**src/hdl/assert_macros.svh**
```systemverilog
// Assertion macros for the RTL, used by calendar_to_unix_time.sv.
`ifndef ASSERT_MACROS_SVH
`define ASSERT_MACROS_SVH

`ifndef SYNTHESIS

`define C2U_ASSERT(label, clk, rst_n, prop) \
    label: assert property (@(posedge clk) disable iff (!rst_n) prop) \
        else $error("assertion failed");

`define C2U_ASSERT_NEVER(label, clk, rst_n, cond) \
    label: assert property (@(posedge clk) disable iff (!rst_n) !(cond)) \
        else $error("forbidden condition seen");

`else

`define C2U_ASSERT(label, clk, rst_n, prop)

`define C2U_ASSERT_NEVER(label, clk, rst_n, cond)

`endif

`endif

```
**src/hdl/c2u_pkg.sv**
```systemverilog
`timescale 1ns / 1ps

package c2u_pkg;

    localparam int unsigned DAY_W = 16;
    localparam int unsigned HMS_W = 17;
    localparam int unsigned SEC_W = 33;
    localparam int unsigned DIFF_W = 15;
    localparam int unsigned DIV_W = 16;
    localparam int unsigned REM_W = 25;
    localparam int unsigned QUO_W = 10;
    localparam int unsigned MS_W = 42;
    localparam int unsigned US_W = 32;
    localparam int unsigned TZ_W = 18;
    localparam int unsigned CFG_IDX_W = 2;
    localparam int unsigned QUO_STEPS = 10;
    localparam int unsigned LATENCY = 16;

    localparam logic [SEC_W-1:0] EPOCH_ADJ = 33'd946598400;
    localparam logic [HMS_W-1:0] SEC_PER_DAY = 17'd86400;
    localparam logic [QUO_W-1:0] MS_PER_S = 10'd1000;
    localparam logic [DIFF_W-1:0] PRESCALER_RESET = 15'd255;

    typedef enum logic [CFG_IDX_W-1:0] {
        CFG_SYNC_PRESCALER  = 2'd0,
        CFG_TIMEZONE_OFFSET = 2'd1
    } cfg_index_t;

    typedef struct packed {
        logic [6:0]  year_since_2000;
        logic [3:0]  month;
        logic [4:0]  day;
        logic [4:0]  hour;
        logic [5:0]  minute;
        logic [5:0]  second;
        logic [14:0] subsecond_count;
    } calendar_t;

    typedef struct packed {
        logic [MS_W-1:0] unix_ms;
        logic [US_W-1:0] unix_s;
    } result_t;

    typedef struct packed {
        logic              valid;
        logic [DAY_W-1:0]  day_count;
        logic [HMS_W-1:0]  hms;
        logic [DIFF_W-1:0] diff;
        logic              frac_ok;
    } date_t;

    typedef struct packed {
        logic              valid;
        logic [REM_W-1:0]  rem;
        logic [QUO_W-1:0]  quo;
        logic [MS_W-1:0]   ms_base;
        logic [US_W-1:0]   unix_s;
    } div_t;

endpackage

```
**src/hdl/c2u_date.sv**
```systemverilog
`timescale 1ns / 1ps

module c2u_date (
    input  logic                         clk,
    input  logic                         rst_n,
    input  logic                         in_valid,
    input  c2u_pkg::calendar_t           cal,
    input  logic [c2u_pkg::DIFF_W-1:0]   prescaler,
    output c2u_pkg::date_t               date
);

    function automatic logic [c2u_pkg::DAY_W-1:0] days_before_year(input logic [6:0] year);
        logic [c2u_pkg::DAY_W-1:0] base;
        logic [c2u_pkg::DAY_W-1:0] leaps;
        begin
            base = 16'(year) * 16'd365;
            leaps = 16'((8'(year) + 8'd3) >> 2);
            if (year > 7'd100)
            begin
                leaps = leaps - 16'd1;
            end
            return base + leaps;
        end
    endfunction

    function automatic logic [8:0] month_start(input logic [3:0] month);
        logic [8:0] days;
        begin
            case (month)
                4'd0, 4'd1: days = 9'd0;
                4'd2:       days = 9'd31;
                4'd3:       days = 9'd59;
                4'd4:       days = 9'd90;
                4'd5:       days = 9'd120;
                4'd6:       days = 9'd151;
                4'd7:       days = 9'd181;
                4'd8:       days = 9'd212;
                4'd9:       days = 9'd243;
                4'd10:      days = 9'd273;
                4'd11:      days = 9'd304;
                4'd12:      days = 9'd334;
                default:    days = 9'd365;
            endcase
            return days;
        end
    endfunction

    c2u_pkg::date_t calc_reg;
    c2u_pkg::date_t calc_next;
    logic           leap;

    always_comb
    begin
        leap = (cal.year_since_2000[1:0] == 2'd0) && (cal.year_since_2000 != 7'd100);
        calc_next.valid = in_valid;
        calc_next.day_count = days_before_year(cal.year_since_2000)
                            + 16'(month_start(cal.month))
                            + 16'(leap && (cal.month > 4'd2))
                            + 16'(cal.day);
        calc_next.hms = 17'(cal.hour) * 17'd3600
                      + 17'(cal.minute) * 17'd60
                      + 17'(cal.second);
        calc_next.frac_ok = (cal.subsecond_count <= prescaler);
        calc_next.diff = prescaler - cal.subsecond_count;
    end

    always_ff @(posedge clk or negedge rst_n)
    begin
        if (!rst_n)
        begin
            calc_reg <= '0;
        end
        else
        begin
            calc_reg <= calc_next;
        end
    end

    assign date = calc_reg;

endmodule

```
**src/hdl/c2u_div_step.sv**
```systemverilog
`timescale 1ns / 1ps

module c2u_div_step #(
    parameter int unsigned SHIFT = 0
) (
    input  logic                        clk,
    input  logic                        rst_n,
    input  logic [c2u_pkg::DIV_W-1:0]   divisor,
    input  c2u_pkg::div_t               d_in,
    output c2u_pkg::div_t               d_out
);

    c2u_pkg::div_t                  d_reg;
    c2u_pkg::div_t                  d_next;
    logic [c2u_pkg::REM_W-1:0]      trial;
    logic                           take;

    always_comb
    begin
        trial = c2u_pkg::REM_W'(divisor) << SHIFT;
        take = (d_in.rem >= trial);
        d_next = d_in;
        if (take)
        begin
            d_next.rem = d_in.rem - trial;
            d_next.quo = d_in.quo | (c2u_pkg::QUO_W'(1) << SHIFT);
        end
    end

    always_ff @(posedge clk or negedge rst_n)
    begin
        if (!rst_n)
        begin
            d_reg <= '0;
        end
        else
        begin
            d_reg <= d_next;
        end
    end

    assign d_out = d_reg;

endmodule

```
**src/hdl/calendar_to_unix_time.sv**
```systemverilog
`timescale 1ns / 1ps
`include "assert_macros.svh"

// Converts a local calendar time to UTC Unix seconds and milliseconds.
// An item is taken at a rising edge with start high and busy low; busy stays
// low, so a new item may be started in every cycle.
// Each item gives one result, shown on result for exactly one cycle with done
// high. Results leave in the order the items came in. The receiver cannot stall.
// The pipeline consists of an input register, four stages of date and seconds
// arithmetic, a ten-stage restoring divider that forms the millisecond
// fraction one quotient bit per stage, and the output register.
// Throughput is one item per cycle.
// Registers are written through the cfg channel: index 0 is the sync
// prescaler, index 1 the timezone offset. cfg_ready is low while any item is
// in flight, so settings never change under an item.
// Reset empties the pipeline and sets the prescaler to 255 and the timezone
// offset to zero.

module calendar_to_unix_time (
    input  logic                             clk,
    input  logic                             rst_n,
    input  logic                             start,
    output logic                             busy,
    input  c2u_pkg::calendar_t               calendar,
    output logic                             done,
    output c2u_pkg::result_t                 result,
    input  logic                             cfg_valid,
    output logic                             cfg_ready,
    input  logic [c2u_pkg::CFG_IDX_W-1:0]    cfg_index,
    input  logic [c2u_pkg::TZ_W-1:0]         cfg_data
);

    localparam int unsigned STEPS = c2u_pkg::QUO_STEPS;

    logic [c2u_pkg::DIFF_W-1:0]  prescaler_reg;
    logic [c2u_pkg::TZ_W-1:0]    tz_reg;
    logic [c2u_pkg::DIV_W-1:0]   divisor;

    logic                        in_valid_reg;
    c2u_pkg::calendar_t          cal_reg;
    c2u_pkg::date_t              date;

    logic                        c_valid_reg;
    logic [c2u_pkg::SEC_W-1:0]   day_sec_reg;
    logic [c2u_pkg::SEC_W-1:0]   day_sec_next;
    logic [c2u_pkg::HMS_W-1:0]   hms_reg;
    logic [c2u_pkg::REM_W-1:0]   num_c_reg;
    logic [c2u_pkg::REM_W-1:0]   num_c_next;

    logic                        d_valid_reg;
    logic [c2u_pkg::SEC_W-1:0]   utc_reg;
    logic [c2u_pkg::SEC_W-1:0]   utc_next;
    logic [c2u_pkg::REM_W-1:0]   num_d_reg;

    c2u_pkg::div_t               chain [0:STEPS];
    c2u_pkg::div_t               e_reg;
    c2u_pkg::div_t               e_next;

    logic                        done_reg;
    c2u_pkg::result_t            result_reg;
    c2u_pkg::result_t            result_next;
    logic                        pipe_active;
    logic                        accept;

    assign busy = 1'b0;
    assign accept = start && !busy;
    assign divisor = c2u_pkg::DIV_W'(prescaler_reg) + 16'd1;

    always_comb
    begin
        pipe_active = in_valid_reg || date.valid || c_valid_reg || d_valid_reg;
        for (int i = 0; i <= STEPS; i++)
        begin
            pipe_active = pipe_active || chain[i].valid;
        end
    end

    assign cfg_ready = !pipe_active;

    always_ff @(posedge clk or negedge rst_n)
    begin
        if (!rst_n)
        begin
            prescaler_reg <= c2u_pkg::PRESCALER_RESET;
            tz_reg <= '0;
        end
        else if (cfg_valid && cfg_ready)
        begin
            case (cfg_index)
                c2u_pkg::CFG_SYNC_PRESCALER:  prescaler_reg <= cfg_data[c2u_pkg::DIFF_W-1:0];
                c2u_pkg::CFG_TIMEZONE_OFFSET: tz_reg <= cfg_data;
                default:                      ;
            endcase
        end
    end

    always_ff @(posedge clk or negedge rst_n)
    begin
        if (!rst_n)
        begin
            in_valid_reg <= 1'b0;
            c_valid_reg <= 1'b0;
            d_valid_reg <= 1'b0;
            done_reg <= 1'b0;
        end
        else
        begin
            in_valid_reg <= accept;
            c_valid_reg <= date.valid;
            d_valid_reg <= c_valid_reg;
            done_reg <= chain[STEPS].valid;
        end
    end

    always_ff @(posedge clk)
    begin
        if (accept)
        begin
            cal_reg <= calendar;
        end
    end

    c2u_date u_date (
        .clk       (clk),
        .rst_n     (rst_n),
        .in_valid  (in_valid_reg),
        .cal       (cal_reg),
        .prescaler (prescaler_reg),
        .date      (date)
    );

    always_comb
    begin
        day_sec_next = c2u_pkg::SEC_W'(date.day_count) * c2u_pkg::SEC_W'(c2u_pkg::SEC_PER_DAY);
        if (date.frac_ok)
        begin
            num_c_next = c2u_pkg::REM_W'(date.diff) * c2u_pkg::REM_W'(c2u_pkg::MS_PER_S);
        end
        else
        begin
            num_c_next = '0;
        end
    end

    always_ff @(posedge clk)
    begin
        day_sec_reg <= day_sec_next;
        hms_reg <= date.hms;
        num_c_reg <= num_c_next;
    end

    always_comb
    begin
        utc_next = c2u_pkg::SEC_W'(34'(day_sec_reg) + 34'(hms_reg)
                 + 34'(c2u_pkg::EPOCH_ADJ) - {{16{tz_reg[c2u_pkg::TZ_W-1]}}, tz_reg});
    end

    always_ff @(posedge clk)
    begin
        utc_reg <= utc_next;
        num_d_reg <= num_c_reg;
    end

    always_comb
    begin
        e_next.valid = d_valid_reg;
        e_next.rem = num_d_reg;
        e_next.quo = '0;
        e_next.ms_base = c2u_pkg::MS_W'(43'(utc_reg) * 43'(c2u_pkg::MS_PER_S));
        e_next.unix_s = utc_reg[c2u_pkg::US_W-1:0];
    end

    always_ff @(posedge clk or negedge rst_n)
    begin
        if (!rst_n)
        begin
            e_reg <= '0;
        end
        else
        begin
            e_reg <= e_next;
        end
    end

    assign chain[0] = e_reg;

    for (genvar i = 0; i < STEPS; i++)
    begin : g_div
        c2u_div_step #(
            .SHIFT (STEPS - 1 - i)
        ) u_step (
            .clk     (clk),
            .rst_n   (rst_n),
            .divisor (divisor),
            .d_in    (chain[i]),
            .d_out   (chain[i+1])
        );
    end

    always_comb
    begin
        result_next.unix_ms = chain[STEPS].ms_base + c2u_pkg::MS_W'(chain[STEPS].quo);
        result_next.unix_s = chain[STEPS].unix_s;
    end

    always_ff @(posedge clk)
    begin
        result_reg <= result_next;
    end

    assign done = done_reg;
    assign result = result_reg;

    `C2U_ASSERT(a_latency, clk, rst_n, accept |-> ##16 done)
    `C2U_ASSERT(a_quo_range, clk, rst_n, chain[STEPS].valid |-> chain[STEPS].quo < 10'd1000)
    `C2U_ASSERT(a_rem_range, clk, rst_n, chain[STEPS].valid |-> chain[STEPS].rem < 25'(divisor))
    `C2U_ASSERT(a_cfg_locked, clk, rst_n, pipe_active |=> $stable(prescaler_reg) && $stable(tz_reg))

endmodule

```
**config.mk**
```make
export PLATFORM = sky130hd
export DESIGN_NAME = calendar_to_unix_time
export DESIGN_NICKNAME = d
export VERILOG_FILES = /design/src/hdl/c2u_pkg.sv /design/src/hdl/c2u_date.sv /design/src/hdl/c2u_div_step.sv /design/src/hdl/calendar_to_unix_time.sv
export VERILOG_INCLUDE_DIRS = /design/src /design/src/hdl
export SDC_FILE = /design/constraint.sdc
export NUM_CORES = 2
export LEC_CHECK = 0
export ABC_AREA = 1
export CAP_MARGIN = 20
export CORE_MARGIN = 2
export CORE_UTILIZATION = 41
export CTS_CLUSTER_DIAMETER = 120
export DETAILED_ROUTE_END_ITERATION = 8
export DONT_BUFFER_PORTS = 1
export GPL_TIMING_DRIVEN = 0
export PLACE_DENSITY = 0.55
export SLEW_MARGIN = 20
export SYNTH_ARGS = -nofsm -noshare
export SYNTH_HDL_FRONTEND = slang
export SYNTH_HIERARCHICAL = 1
export SYNTH_SLANG_ARGS = --single-unit
```
**constraint.sdc**
```tcl
create_clock -name clk -period 14 [get_ports clk]
set_input_delay 1.4 -clock clk [delete_from_list [all_inputs] [get_ports clk]]
set_output_delay 1.4 -clock clk [all_outputs]
set_load 0.01 [all_outputs]
```
; Yosys cells after proc, flatten, opt, wreduce, memory -nomap -nowiden
; Memory sizes are Yosys's and may differ from the RTL's. A register that Yosys moved wholly into a read port is not among the register bits.
; Index checks and enable logic that the tools add are counted.
[word_totals]
regBits = 1477
n_memories = 1
romBits = 144
inputBits = 72
out_inout_bits = 77
word_cells = 158
[classes]
mul = 6
addsub = 23
order_cmp = 13
mux = 12
reduce_logical = 22
eq_ne = 2
[mem_list]
columns = memory, depth, width, rd, rd_clocked_by_memory_dff, write_ports, line
row1 = (name not given), 16, 9, 1, 1, 0, c2u_date.sv:29  ; case (month)
[ops]
columns = cell, count
row1 = 35-bit 2-to-1 mux, 9
row2 = 42-bit by 10-bit adder with 42-bit output, 1
row3 = 33-bit by 7-bit multiplier with 39-bit output (second input constant), 1
row4 = 33-bit by 17-bit adder with 33-bit output, 1
row5 = 33-bit by 30-bit adder with 33-bit output (second input constant), 1
row6 = 33-bit subtractor, 1
row7 = 16-bit by 10-bit multiplier with 26-bit output (second input constant), 1
row8 = 25-bit by 16-bit >= comparator with 1-bit output, 1
row9 = 25-bit by 17-bit >= comparator with 1-bit output, 1
row10 = 25-bit by 18-bit >= comparator with 1-bit output, 1
row11 = 25-bit by 19-bit >= comparator with 1-bit output, 1
row12 = 25-bit by 20-bit >= comparator with 1-bit output, 1
row13 = 25-bit by 21-bit >= comparator with 1-bit output, 1
row14 = 25-bit by 22-bit >= comparator with 1-bit output, 1
row15 = 25-bit by 23-bit >= comparator with 1-bit output, 1
row16 = 25-bit by 24-bit >= comparator with 1-bit output, 1
row17 = 25-bit >= comparator, 1
row18 = 25-bit by 17-bit subtractor with 25-bit output, 1
row19 = 25-bit by 18-bit subtractor with 25-bit output, 1
row20 = 25-bit by 19-bit subtractor with 25-bit output, 1
row21 = 25-bit by 20-bit subtractor with 25-bit output, 1
row22 = 25-bit by 21-bit subtractor with 25-bit output, 1
row23 = 25-bit by 22-bit subtractor with 25-bit output, 1
row24 = 25-bit by 23-bit subtractor with 25-bit output, 1
row25 = other kinds (29), 46

; Logic depth before layout (Yosys ltp)
[depth]
depth_word = 17
depth_mapped = 27
ltp_nobuf = 27

; Hierarchy
; The synthesis kept the hierarchy.
[by_module_without_submodules]
columns = mod, area_each_um2, n_inst, cells_per_inst, seq_area_each_um2
row1 = calendar_to_unix_time, 26307.7, 1, 3074, 8563.2
row2 = c2u_date, 6618.8, 1, 777, 1251.2
row3 = c2u_div_step (g_div[7].u_step), 4714.5, 1, 493, 2752.6
row4 = c2u_div_step (g_div[9].u_step), 4693.3, 1, 529, 2752.6
row5 = c2u_div_step (g_div[8].u_step), 4548.1, 1, 485, 2752.6
row6 = c2u_div_step (g_div[5].u_step), 4438.0, 1, 463, 2752.6
row7 = c2u_div_step (g_div[6].u_step), 4406.7, 1, 462, 2752.6
row8 = c2u_div_step (g_div[3].u_step), 4361.7, 1, 439, 2752.6
row9 = c2u_div_step (g_div[4].u_step), 4340.4, 1, 438, 2752.6
row10 = c2u_div_step (g_div[0].u_step), 4331.7, 1, 399, 2752.6
row11 = c2u_div_step (g_div[2].u_step), 4279.1, 1, 406, 2752.6
row12 = c2u_div_step (g_div[1].u_step), 4166.5, 1, 403, 2752.6

; Worst setup path after synthesis
; Ideal clock, no wire load.
[synth_path]
kind = register -> register
start = register cal_reg[42] (netlist name)
end = register u_date.calc_reg (netlist bit u_date/date[48])
synth_period_minus_slack_ns = 5.333
stages_incl_launch_ff = 27
slack_ns = 8.667
setup_ns = 0.116
t_arrival_ns = 5.216
t_required_ns = 13.884
n_path_buf = 0
path_cell_list = edfxtp_1 -> ha_1 -> inv_1 -> nand2_2 -> xor2_1 -> inv_1 -> ha_1 -> nand3_1 -> inv_1 -> nand3_2 -> inv_1 -> fa_1 -> fa_1 -> inv_1 -> fa_1 -> inv_1 -> fa_1 -> ha_1 -> ha_1 -> a21oi_1 -> o21ai_0 -> nand2_1 -> nand2_1 -> nor2_1 -> inv_1 -> nand2_1 -> nand2_1
[synth_rtl]
columns = element, line
row1 = from (decl), calendar_to_unix_time.sv:40  ; c2u_pkg::calendar_t cal_reg;
row2 = from (signal assigned), calendar_to_unix_time.sv:119  ; cal_reg <= calendar;
row3 = to (signal assigned), c2u_date.sv:75  ; calc_reg <= calc_next;
row4 = to (decl), c2u_date.sv:48  ; c2u_pkg::date_t calc_reg;

==> flow_summary.toml <==
[final_layout]
largest_reg_flops = 1075
final_nets = 9205
nFillCells = 17381
fin_cells = 10851
multi_input_area_mm2 = 0.0328
seq_area_mm2 = 0.0367
drive_above_1_share_pct = 7.41
area_growth_pct = 12.6

[die]
rows = 157
dieWidth_um = 433
ios = 149
die-area_mm2 = 0.187
core-area_mm2 = 0.183
die_y_um = 433
start_util_pct = 41.2

[worst_setup_path]
required_ns = 14.65
end_kind = "flop"
startpoint_type = "flop"
worst-setup-path-type = "flop to flop"
critPathMaxFanout = 6
worstPathArrival_ns = 6.78

[synthesis]
syn_inst = 8051
yosys_warnings = 6
syn_area_mm2 = 0.0753
synth_area_per_cell_um2 = 9.35

[clocking]
numCtsBuffers = 157
path_clk_slew_ns = 0.06
clock_sinks = 1496
postCtsSetupBuffers = 0
clk_latency_ns = 0.82
cts.repair.resized = 0
htree_levels = 4
tritoncts = "built"
postCtsHoldBufs = 0
cts_buffer_depth = 3
root_buffer = "clkbuf_16"

[drt]
drc = 0
avgViaCountPerCell = 4.60
drt_iter0_markers = 2755
ant_nets = 0
via_count = 49958
wl_per_cell_um = 15.7
routed_wl_um = 170000
drt_pass1_iterations = 6

[global_routing]
grt_max_degree = 220
grt_first_pass_wirelength_um = 277000
grt_overflow = 0
antenna_found_initial = 10
grt_pass1_vias = 51302
grtUsageTotal_pct = 18.8

[timing]
maxSlewHeadroom_pct = 35.7
grt_setup_unrepaired = "false"
drv_slew = 0
fmax_ghz = 0.163
setup_viol = 0
worst_pin_slew_ns = 0.964
skew_ns = 0.0560
period_minus_slack_ns = 6.13
final-hold-violation-count = 0
fin_crit_sh_pct = 43.8
tns_ns = 0

[place]
hpwl_um = 134000
port_buffers = 0
gp_congestion = 0.918
dp.cells = 10554

[run]
drv_cap = 0

[worst_hold_path]
hold_class = "input pin to asynchronous set/reset pin"

[status]
status = "completed"
-- worst max-delay path, stage by stage, from the launching register on --
cell      delay (ns)
edfxtp_1        0.53
ha_1            0.30
inv_1           0.13
nand2_2         0.13
xor2_1          0.30
inv_1           0.09
ha_1            0.21
nand3_1         0.16
inv_1           0.07
nand3_2         0.17
inv_1           0.21
fa_1            0.53
fa_1            0.51
inv_1           0.06
fa_1            0.48
inv_1           0.06
fa_1            0.51
ha_1            0.32
ha_1            0.37
a21oi_1         0.19
o21ai_0         0.13
nand2_1         0.08
nand2_1         0.04
nor2_1          0.18
inv_1           0.06
nand2_1         0.06
nand2_1         0.07
-- path summary, 6_finish.rpt --
kind                               from                   endpoint  slack (ns)  cells past startpoint
max in group asynchronous         rst_n  g_div[9].u_step/d_out[10]       10.94                      4
min in group clk           num_d_reg[3]                chain[1187]        0.30                      0
setup / recovery            cal_reg[42]            u_date/date[48]        7.87                     26
hold / removal                    rst_n  g_div[9].u_step/d_out[70]        0.29                      0
setup reg to reg            cal_reg[42]            u_date/date[48]        7.87                     26
hold reg to reg            num_d_reg[3]                chain[1187]        0.30                      0
-- layer usage --
| layer | wire [um] | vias to the layer above | GRT usage [%] |
|---|---|---|---|
| met1 | 76400 | 23696 | 24.6 |
| met2 | 82200 | 841 | 32.1 |
| met4 | 5660 | 12 | 6.36 |
| li1 | - | 25117 | - |
| met3 | 5930 | 292 | 2.57 |
| met5 | 76 | - | 0 |
-- per-stage QoR --
| stage | instance area [um^2] | setup WS (ns) | util (%) | hold slack [ns] |
|---|---|---|---|---|
| floorplan | 75400 | 8.67 | - | 0.310 |
| CTS | 84700 | 7.78 | 46.3 | 0.212 |
| detailed placement | 79100 | 7.84 | 43.2 | 0.312 |
| global route | 84800 | 7.39 | 46.4 | 0.227 |
| global placement | 78500 | 7.12 | 42.9 | 0.310 |
| finish | 84800 | 7.87 | 46.4 | 0.287 |
-- cell usage in the layout, fill, tap and decap left out, types with 32 or more instances in the layout --
| cell | n |
|---|---|
| a21oi_1 | 264 |
| clkbuf_1 | 34 |
| clkbuf_16 | 161 |
| dfrtp_1 | 1246 |
| dfxtp_1 | 194 |
| edfxtp_1 | 48 |
| fa_1 | 279 |
| ha_1 | 604 |
| inv_1 | 1481 |
| inv_2 | 32 |
| nand2_1 | 2147 |
| nand2_2 | 84 |
| nand3_1 | 346 |
| nand3b_1 | 35 |
| nand4_1 | 79 |
| nor2_1 | 476 |
| nor2_2 | 34 |
| nor3_1 | 63 |
| o21ai_0 | 120 |
| o21ai_1 | 34 |
| xnor2_1 | 48 |
| xor2_1 | 160 |
-- area by class of cell --
type	count	area share, %
clock inverter	75	1.39
antenna	2	0.00590
timing repair buffer	21	0.528
buffer	37	0.431
multi-input combinational	5017	38.7
clock buffer	219	5.30
inverter	1520	6.74
sequential	1496	43.3
tap	2464	3.64
Power is not shown: default switching activity piles up to over one toggle a cycle in this logic, so the estimate is an artifact.
